File: src/rtl/fnv_pkg.sv
// Package for the FNV byte-stream hash: constants, codes and the fold function.
// No dependencies; used by the interfaces, the top level and the checker.
`timescale 1ns / 1ps

package fnv_pkg;

	localparam int HASH_W     = 64;
	localparam int BYTE_W     = 8;
	localparam int CFG_IDX_W  = 2;
	localparam int CFG_DATA_W = 2;

	localparam logic [HASH_W-1:0] BASIS32 = 64'd2166136261;
	localparam logic [HASH_W-1:0] PRIME32 = 64'd16777619;
	localparam logic [HASH_W-1:0] BASIS64 = 64'hCBF2_9CE4_8422_2325;
	localparam logic [HASH_W-1:0] PRIME64 = 64'h0000_0100_0000_01B3;
	localparam logic [HASH_W-1:0] MASK32  = 64'h0000_0000_FFFF_FFFF;

	// Combining rule
	typedef enum logic [1:0] {
		VAR_FNV1    = 2'd0,
		VAR_FNV1A   = 2'd1,
		VAR_MUL_ADD = 2'd2,
		VAR_ADD_MUL = 2'd3
	} variant_t;

	// Configuration register indexes
	typedef enum logic [CFG_IDX_W-1:0] {
		REG_VARIANT   = 2'd0,
		REG_WIDE_MODE = 2'd1
	} cfg_reg_t;

	function automatic logic [HASH_W-1:0] start_value(input logic wide);
		return wide ? BASIS64 : BASIS32;
	endfunction

	// Multiply by the prime as a shift-add; both primes are sparse.
	// PRIME64 = 2^40 + 0x1B3, PRIME32 = 2^24 + 0x193.
	function automatic logic [HASH_W-1:0] mul_prime(input logic [HASH_W-1:0] h,
			input logic wide);
		logic [HASH_W-1:0] p64;
		logic [HASH_W-1:0] p32;
		p64 = (h << 40) + (h << 8) + (h << 7) + (h << 5) + (h << 4) + (h << 1) + h;
		p32 = (h << 24) + (h << 8) + (h << 7) + (h << 4) + (h << 1) + h;
		return wide ? p64 : p32;
	endfunction

	// One byte folded into the hash, wrapped to the selected width
	function automatic logic [HASH_W-1:0] fold_byte(input logic [HASH_W-1:0] h,
			input logic [BYTE_W-1:0] b, input variant_t v, input logic wide);
		logic [HASH_W-1:0] bx;
		logic [HASH_W-1:0] r;
		bx = {{(HASH_W-BYTE_W){1'b0}}, b};
		case (v)
			VAR_FNV1:    r = mul_prime(h, wide) ^ bx;
			VAR_FNV1A:   r = mul_prime(h ^ bx, wide);
			VAR_MUL_ADD: r = mul_prime(h, wide) + bx;
			VAR_ADD_MUL: r = mul_prime(h + bx, wide);
			default:     r = h;
		endcase
		return wide ? r : (r & MASK32);
	endfunction

endpackage

File: src/rtl/fnv_ifs.sv
// Channel interfaces of the FNV hash: message bytes, digests, register writes.
// Depends on fnv_pkg for field widths.
`timescale 1ns / 1ps

interface fnv_in_if;
	import fnv_pkg::*;
	logic              valid;
	logic              ready;
	logic [BYTE_W-1:0] data_byte;
	logic              byte_valid;
	logic              last;
	modport source (output valid, data_byte, byte_valid, last, input ready);
	modport sink (input valid, data_byte, byte_valid, last, output ready);
endinterface

interface fnv_out_if;
	import fnv_pkg::*;
	logic              valid;
	logic              ready;
	logic [HASH_W-1:0] hash_value;
	modport source (output valid, hash_value, input ready);
	modport sink (input valid, hash_value, output ready);
endinterface

interface fnv_cfg_if;
	import fnv_pkg::*;
	logic                  valid;
	logic                  ready;
	logic [CFG_IDX_W-1:0]  index;
	logic [CFG_DATA_W-1:0] wdata;
	modport source (output valid, index, wdata, input ready);
	modport sink (input valid, index, wdata, output ready);
endinterface

File: src/rtl/fnv_hash_byte_stream.sv
// FNV-1 / FNV-1a / additive byte-stream hash, 32 or 64 bit, one byte per cycle
// unless a last-marked byte waits on a stalled digest. A last-marked item's digest
// passes the input stage register, then the digest register; a stalled digest can hold it.
// Throughput: one item per cycle while no last item waits on a stalled digest; set by
// the hash feedback through the combinational shift-add prime multiply and combine.
// Reset (arst_n low, asynchronous): variant FNV-1a, 32-bit mode, hash at the
// 32-bit offset basis, input stage and digest register empty.
`timescale 1ns / 1ps

module fnv_hash_byte_stream (
	input logic        clk,
	input logic        arst_n,
	fnv_in_if.sink     msg,
	fnv_out_if.source  digest,
	fnv_cfg_if.sink    cfg
);
	import fnv_pkg::*;

	// Input stage
	logic              valid_s1;
	logic [BYTE_W-1:0] data_byte_s1;
	logic              byte_valid_s1;
	logic              last_s1;

	// Configuration and running state
	variant_t          variant_q;
	logic              wide_mode_q;
	logic [HASH_W-1:0] hash_q;

	// Digest register
	logic              out_valid_q;
	logic [HASH_W-1:0] hash_out_q;

	logic              advance;
	logic [HASH_W-1:0] folded;
	logic              cfg_hit;
	logic              wide_next;

	// The stage moves on unless it holds a last item facing a full, stalled digest
	assign advance   = valid_s1 && (!last_s1 || !out_valid_q || digest.ready);
	assign msg.ready = !valid_s1 || advance;

	assign folded = byte_valid_s1 ?
		fold_byte(hash_q, data_byte_s1, variant_q, wide_mode_q) : hash_q;

	assign cfg.ready         = 1'b1;
	assign digest.valid      = out_valid_q;
	assign digest.hash_value = hash_out_q;

	// Decode a register write; unknown indexes leave everything alone
	always_comb begin
		cfg_hit   = 1'b0;
		wide_next = wide_mode_q;
		case (cfg_reg_t'(cfg.index))
			REG_VARIANT: begin
				cfg_hit = cfg.valid;
			end
			REG_WIDE_MODE: begin
				cfg_hit = cfg.valid;
				wide_next = cfg.wdata[0];
			end
			default: begin
				cfg_hit = 1'b0;
			end
		endcase
	end

	// Input stage control
	always_ff @(posedge clk or negedge arst_n) begin
		if (!arst_n) begin
			valid_s1 <= 1'b0;
		end else if (msg.ready) begin
			valid_s1 <= msg.valid;
		end
	end

	// Input stage payload
	always_ff @(posedge clk) begin
		if (msg.valid && msg.ready) begin
			data_byte_s1  <= msg.data_byte;
			byte_valid_s1 <= msg.byte_valid;
			last_s1       <= msg.last;
		end
	end

	// Registers and running hash; a register write restarts the hash
	always_ff @(posedge clk or negedge arst_n) begin
		if (!arst_n) begin
			variant_q   <= VAR_FNV1A;
			wide_mode_q <= 1'b0;
			hash_q      <= BASIS32;
		end else if (cfg_hit) begin
			if (cfg_reg_t'(cfg.index) == REG_VARIANT) begin
				variant_q <= variant_t'(cfg.wdata);
			end
			wide_mode_q <= wide_next;
			hash_q      <= start_value(wide_next);
		end else if (advance) begin
			hash_q <= last_s1 ? start_value(wide_mode_q) : folded;
		end
	end

	// Digest valid
	always_ff @(posedge clk or negedge arst_n) begin
		if (!arst_n) begin
			out_valid_q <= 1'b0;
		end else if (advance && last_s1) begin
			out_valid_q <= 1'b1;
		end else if (digest.ready) begin
			out_valid_q <= 1'b0;
		end
	end

	// Digest payload
	always_ff @(posedge clk) begin
		if (advance && last_s1) begin
			hash_out_q <= folded;
		end
	end

endmodule

File: src/flat_wrapper.sv
// flat-port wrapper written by rule: the top's interface ports become plain ports
module fnv_hash_byte_stream_flat import fnv_pkg::*;
  (clk, arst_n, msg_valid, msg_data_byte, msg_byte_valid, msg_last, msg_ready, digest_valid, digest_hash_value, digest_ready, cfg_valid, cfg_index, cfg_wdata, cfg_ready);
  fnv_in_if msg_i ();
  fnv_out_if digest_i ();
  fnv_cfg_if cfg_i ();
  input logic clk;
  input logic arst_n;
  input wire logic [$bits(msg_i.valid)-1:0] msg_valid;
  input wire logic [$bits(msg_i.data_byte)-1:0] msg_data_byte;
  input wire logic [$bits(msg_i.byte_valid)-1:0] msg_byte_valid;
  input wire logic [$bits(msg_i.last)-1:0] msg_last;
  output wire logic [$bits(msg_i.ready)-1:0] msg_ready;
  output wire logic [$bits(digest_i.valid)-1:0] digest_valid;
  output wire logic [$bits(digest_i.hash_value)-1:0] digest_hash_value;
  input wire logic [$bits(digest_i.ready)-1:0] digest_ready;
  input wire logic [$bits(cfg_i.valid)-1:0] cfg_valid;
  input wire logic [$bits(cfg_i.index)-1:0] cfg_index;
  input wire logic [$bits(cfg_i.wdata)-1:0] cfg_wdata;
  output wire logic [$bits(cfg_i.ready)-1:0] cfg_ready;
  assign msg_i.valid = msg_valid;
  assign msg_i.data_byte = msg_data_byte;
  assign msg_i.byte_valid = msg_byte_valid;
  assign msg_i.last = msg_last;
  assign msg_ready = msg_i.ready;
  assign digest_valid = digest_i.valid;
  assign digest_hash_value = digest_i.hash_value;
  assign digest_i.ready = digest_ready;
  assign cfg_i.valid = cfg_valid;
  assign cfg_i.index = cfg_index;
  assign cfg_i.wdata = cfg_wdata;
  assign cfg_ready = cfg_i.ready;
  fnv_hash_byte_stream u_core (.clk(clk), .arst_n(arst_n), .msg(msg_i), .digest(digest_i), .cfg(cfg_i));
endmodule
File: config.mk
export PLATFORM = sky130hd
export DESIGN_NAME = fnv_hash_byte_stream_flat
export DESIGN_NICKNAME = d
export VERILOG_FILES = /design/src/rtl/fnv_pkg.sv /design/src/rtl/fnv_ifs.sv /design/src/rtl/fnv_hash_byte_stream.sv /design/src/flat_wrapper.sv
export SDC_FILE = /design/constraint.sdc
export NUM_CORES = 2
export LEC_CHECK = 0
export BUFFER_PORTS_ARGS = -buffer_cell sky130_fd_sc_hd__buf_2
export CORE_UTILIZATION = 27
export DETAILED_ROUTE_END_ITERATION = 6
export PLACE_DENSITY_LB_ADDON = 0.1
export SYNTH_ARGS = -nofsm -noshare
export SYNTH_HDL_FRONTEND = slang
export SYNTH_SLANG_ARGS = --single-unit
File: constraint.sdc
create_clock -name clk -period 12.9 [get_ports clk]
set_clock_uncertainty 0.05 [all_clocks]
set_input_delay 0.645 -clock clk [delete_from_list [all_inputs] [get_ports clk]]
set_output_delay 0.645 -clock clk [all_outputs]
set_load 0.005 [all_outputs]
Yosys cells after proc, flatten, opt, wreduce, memory -nomap -nowiden:

Index checks and enable logic that the tools add are counted.

* flip-flop bits (word level): 143
* input bits: 19
* output and inout port bits: 67
* logic and storage cells: 80

* add/sub/neg operators: 35
* equality and inequality tests: 4
* mux-type cells: 15
* bitwise logic cells: 2
* reduce and logical (&&, ||, !) cells: 15

Operators by type and width (number)
* adder 64 bit: 33
* two-way mux 64 bit: 10
* one-hot mux 64 bit (4 select lines): 1
* adder 64 x 8 -> 64 bit: 2
* XOR 64 x 8 -> 64 bit: 2
* equality test 2 x 1 -> 1 bit, second input constant: 2
* equality test 2 bit, second input constant: 2
* zero test 2 bit: 2
* two-way mux 1 bit: 4
* nonzero test 2 bit: 2
* logical AND 1 bit: 3
* zero test 1 bit: 3
* logical OR 1 bit: 3
* AND reduction 2 bit: 1
* OR reduction 2 bit: 1

Logic depth before layout (Yosys ltp):

* word-level depth: 14
* gate-level depth with buffers: 36
* mapped depth without buffers: 35

Least setup slack after synthesis:

OpenSTA, ideal clock, no wires.

* path kind: flip-flop to flip-flop
* from: register u_core.hash_q[6]
* to: register u_core.hash_q[56]
* arrival time: 8709 ps
* data required time: 12724 ps
* setup slack: 4015 ps
* cell stages (with the launch flop): 33
* cells stage by stage: dfstp_2 ha_1 ha_1 nand3_1 nor2_1 a311oi_1 nor2_1 and3_1 nand2b_1 nor2_1 and3_1 xnor2_1 inv_1 fa_1 inv_1 fa_1 fa_1 fa_1 ha_1 clkbuf_1 a21o_1 a21o_1 a221o_1 a21o_1 a211o_1 nand4_1 o21ai_0 a211oi_1 nor2_1 xor2_1 o2111a_1 a221o_1 a221o_1

* word-level cells in the longest chain between the ends: 14

Ends and longest elaborated chain
* from (decl): RTL line fnv_hash_byte_stream.sv:28 `logic [HASH_W-1:0] hash_q;`
* from (signal assigned): RTL line fnv_hash_byte_stream.sv:97 `hash_q <= start_value(wide_next);`
* from (signal assigned): RTL line fnv_hash_byte_stream.sv:99 `hash_q <= last_s1 ? start_value(wide_mode_q) : folded;`
* adder 64 x 8 -> 64 bit (tied with other cells): RTL line fnv_pkg.sv:57 `VAR_ADD_MUL: r = mul_prime(h + bx, wide);`
* adder 64 bit (5 in series): RTL line fnv_pkg.sv:42 `p64 = (h << 40) + (h << 8) + (h << 7) + (h << 5) + (h << 4) + (h << 1) + h;`
* adder 64 bit / two-way mux 64 bit (equally long branches): RTL line fnv_pkg.sv:42, fnv_pkg.sv:44
* two-way mux 64 bit (tied with other cells): RTL line fnv_pkg.sv:44 `return wide ? p64 : p32;`
* one-hot mux 64 bit (4 select lines) (*): RTL line fnv_pkg.sv:53 `case (v)`
* two-way mux 64 bit (*): RTL line fnv_pkg.sv:60 `return wide ? r : (r & MASK32);`
* two-way mux 64 bit (*): RTL line fnv_hash_byte_stream.sv:43 `assign folded = byte_valid_s1 ?`
* named net u_core.folded[56]: RTL line fnv_hash_byte_stream.sv:35 `logic [HASH_W-1:0] folded;`
* two-way mux 64 bit (*): RTL line fnv_hash_byte_stream.sv:99
* two-way mux 64 bit (*): RTL line fnv_hash_byte_stream.sv:98 `end else if (advance) begin`
* two-way mux 64 bit (*): RTL line fnv_hash_byte_stream.sv:92 `end else if (cfg_hit) begin`

The timed path passes the listed nets; every way through them passes the cells marked *. The select of a mux whose other input is x is not followed.
A chain may end at the register's enable or synchronous reset.

Final worst setup path:

* from: register u_core.hash_q[2]
* to: register u_core.hash_out_q[46] (netlist: u_core.digest.hash_value[46]), data pin

* word-level cells in the longest chain between the ends: 11

Ends and longest elaborated chain
* adder 64 x 8 -> 64 bit (tied with other cells): RTL line fnv_pkg.sv:57
* adder 64 bit (5 in series): RTL line fnv_pkg.sv:42
* adder 64 bit / two-way mux 64 bit (equally long branches): RTL line fnv_pkg.sv:42, fnv_pkg.sv:44
* two-way mux 64 bit (tied with other cells): RTL line fnv_pkg.sv:44
* one-hot mux 64 bit (4 select lines) (*): RTL line fnv_pkg.sv:53
* two-way mux 64 bit (*): RTL line fnv_pkg.sv:60
* two-way mux 64 bit (*): RTL line fnv_hash_byte_stream.sv:43
* named net u_core.folded[46]: RTL line fnv_hash_byte_stream.sv:35
* to (signal assigned): RTL line fnv_hash_byte_stream.sv:117 `hash_out_q <= folded;`
* to (decl): RTL line fnv_hash_byte_stream.sv:32 `logic [HASH_W-1:0] hash_out_q;`

The timed path passes the listed nets; every way through them passes the cells marked *.

==> run_results.csv <==
group,metric,value,unit
sta,clock.fmax,91.1,MHz
run,maxCapViolCount,0,
floorplanning,rows,167,
worst_setup_path,startpoint,"u_core.hash_q[2]",
sta,period_minus_slack,10.97,ns
worst_setup_path,end_kind,"register",
routing,wl_met3,12.7,mm
worst_setup_path,crit_type,"reg -> reg",
cells_and_area,area_growth,9.10,%
sta,worst_slew_pin_slew,1.36,ns
sta,rsz0062_at_grt,"no",
floorplanning,dieWidth,460,um
cells_and_area,final_common_cell,"inv_1",
routing,highest-signal-layer,"met5",
yosys,syn_area_per_cell,8.81,sq um
cells_and_area,n_fill_cell,22300,
sta,max_slew_margin,8.09,%
clock_tree,htreeDepth,4,
sta,fin_crit_sh,85.1,%
placed_design,gp_congestion,1.02,
yosys,synth_cell_types,98,
clock_tree,cts_max_path_buffers,2,
worst_setup_path,critical_path.max_fanout,13,
global_routing,grt_max_degree,73,
routing,wl_met1,129,mm
sta,hold_ws,0.0302,ns
worst_setup_path,r2r-start,"u_core.hash_q[2]",
placed_design,dpl.hpwl,235,mm
global_routing,grt_pass1_wl,386,mm
routing,antenna_left,0,
clock_tree,cts_setup_buffers,0,
routing,wl_met2,121,mm
routing,first_pass_iters,6,
yosys,synth-seq-cells,143,
yosys,async_flop_share,48.3,%
status,status,"finished, final reports clean",
global_routing,antenna_found_initial,11,
clock_tree,clkLatencyLatePin,0.49,ns
routing,via_count,48100,
clock_tree,path_clk_slew,0.07,ns
worst_setup_path,max_stage_delay,0.98,ns
floorplanning,dieHeight,460,um
global_routing,grt_overflow_total,0,
clock_tree,clock_sinks,143,
hold_path,hp-class,"in -> async",
routing,avgRoutedWirePerCell,29.3,um
yosys,syn-cell-area,0.0567,sq mm
routing,viasPerCell,5.16,
sta,setup-violations-final,0,
worst_setup_path,cp_data_required_time,13.07,ns
routing,drc,0,
cells_and_area,drive_above_1_share,6.32,%
floorplanning,core-area,0.208,sq mm
yosys,ys.flop_type,"edfxtp_1",
yosys,synth_warnings,0,
clock_tree,cts_buffers,17,
worst_setup_path,startpoint_type,"register",
clock_tree,cts_resized,0,
worst_setup_path,critPathSlowestCell,"o31ai_1",
cells_and_area,final_cell_mix,"inv_1, fa_1, ha_1",
yosys,synth-edff-count,74,
clock_tree,cts_tree,"built",
floorplanning,initial_core_util,27.3,%
yosys,syn-instance-count,6434,
worst_setup_path,path_common_cell,"inv_1",
sta,slew_viol_final,0,
routing,drt-initial-drc-count,4117,
floorplanning,num_io_pins,86,
sta,finalHoldViolCount,0,
global_routing,grt_pass1_vias,49400,
floorplanning,die_area,0.212,sq mm
routing,wl,273,mm
worst_setup_path,worstPathArrival,11.14,ns
placed_design,numPortBuffers,84,
cells_and_area,fin_nets,8042,
yosys,synthesis.nets,7970,
global_routing,grt.total_usage,25.8,%
yosys,ys_seq_area_share,7.00,%
clock_tree,ctsRootBufferMaster,"clkbuf_16",
sta,fin_setup_tns,0,ns
clock_tree,cts_hold_buf,0,
[critical path: cells and delay by family (launching register included)]
kind                     cells  cell delay (ns)
AND/OR/NAND/NOR             10             2.55
buffers and inverters        4             0.60
flip-flops                   1             0.93
adder cells (fa/ha/maj)      5             2.69
XOR/XNOR                     2             0.92
AO/OA/AOI/OAI               10             2.96
[synth_stat cells, types with 21 or more instances]
library cell | instances | area share [%]
mux4_2 | 25 | 0.99
o21bai_1 | 42 | 0.56
o31ai_1 | 39 | 0.52
a211oi_1 | 52 | 0.69
xor2_1 | 137 | 2.1
a21oi_1 | 473 | 4.2
a221o_1 | 22 | 0.39
mux2i_1 | 31 | 0.55
nand2b_1 | 43 | 0.47
inv_1 | 1250 | 8.3
clkbuf_1 | 161 | 1.1
o211ai_1 | 42 | 0.56
o21ai_1 | 21 | 0.19
edfxtp_1 | 74 | 3.9
a31oi_1 | 49 | 0.54
nor3_1 | 85 | 0.75
xnor2_1 | 280 | 4.3
and2_1 | 37 | 0.41
a21o_1 | 204 | 2.7
a21boi_0 | 24 | 0.32
o22ai_1 | 24 | 0.26
nand3_1 | 104 | 0.92
nor2_1 | 329 | 2.2
o21a_1 | 48 | 0.64
o21ai_0 | 292 | 2.6
nand4_1 | 91 | 1.0
nor2b_1 | 37 | 0.41
or3_1 | 33 | 0.36
nor4_1 | 24 | 0.26
buf_1 | 22 | 0.15
and3_1 | 50 | 0.55
ha_1 | 538 | 12
fa_1 | 979 | 35
nand2_1 | 374 | 2.5
dfrtp_1 | 54 | 2.4
[worst paths after layout]
kind | endpoint | cells after the start | slack [ns]
setup / recovery | u_core.digest.hash_value[46] | 31 | 1.93
hold / removal | u_core.hash_q[57] | 1 | 0.03
setup reg to reg | u_core.digest.hash_value[46] | 31 | 1.93
hold reg to reg | u_core.hash_q[63] | 2 | 0.52
max in group asynchronous | u_core.wide_mode_q | 2 | 11.53
min in group clk | u_core.data_byte_s1[7] | 1 | 0.28
[registers in the layout (all words and copies together) (netlist names)]
name                      cells
u_core.byte_valid_s1          1
u_core.digest.hash_value     64
u_core.last_s1                1
u_core.digest.valid           1
u_core.variant_q              2
u_core.hash_q                64
u_core.valid_s1               1
u_core.data_byte_s1           8
u_core.wide_mode_q            1
[per-stage QoR]
| stage | utilization (%) | worst slack (ns) | area, sq um | instances |
|---|---|---|---|---|
| final | 29.7 | 1.93 | 61800 | 9312 |
| after global placement | 29.4 | 2.23 | 61200 | 9275 |
| after CTS | 29.7 | 2.04 | 61800 | 9307 |
| after detailed placement | 29.4 | 2.05 | 61200 | 9275 |
| after global routing | 29.7 | 1.32 | 61800 | 9308 |
| after floorplan | - | 4.01 | 56700 | 6434 |
[area by class of cell]
cell class                      count  area, sq um  share of cell area (%)
Multi-Input combinational cell   4839        47400                    76.6
Inverter                         1257         4720                    7.63
Sequential cell                   143         3980                    6.43
Tap cell                         2788         3490                    5.64
Timing Repair Buffer              248         1650                    2.67
Clock buffer                       17          425                   0.688
Clock inverter                     15          196                   0.318
Antenna cell                        5         12.5                  0.0202
[routing by layer]
layer	GRT usage [%]	vias up
met3	1.90	233
li1	-	21600
met1	37.7	24700
met2	40.2	1473
met5	0	-
met4	8.24	2
[cells by family after synthesis]
family / Yosys count / synth area share [%]
and+or+nand+nor: 1290 / 11.0
other: 1 / 0.00662
DFF: 143 / 7.00
buffers and inverters: 1452 / 9.66
muxes: 72 / 1.86
xor gates and xnor gates: 417 / 6.44
AOI/OAI and AO/OA: 1542 / 17.6
adders and majority gates: 1517 / 46.5
Power is not shown: default switching activity piles up to over one toggle a cycle in this logic, so the estimate is an artifact.
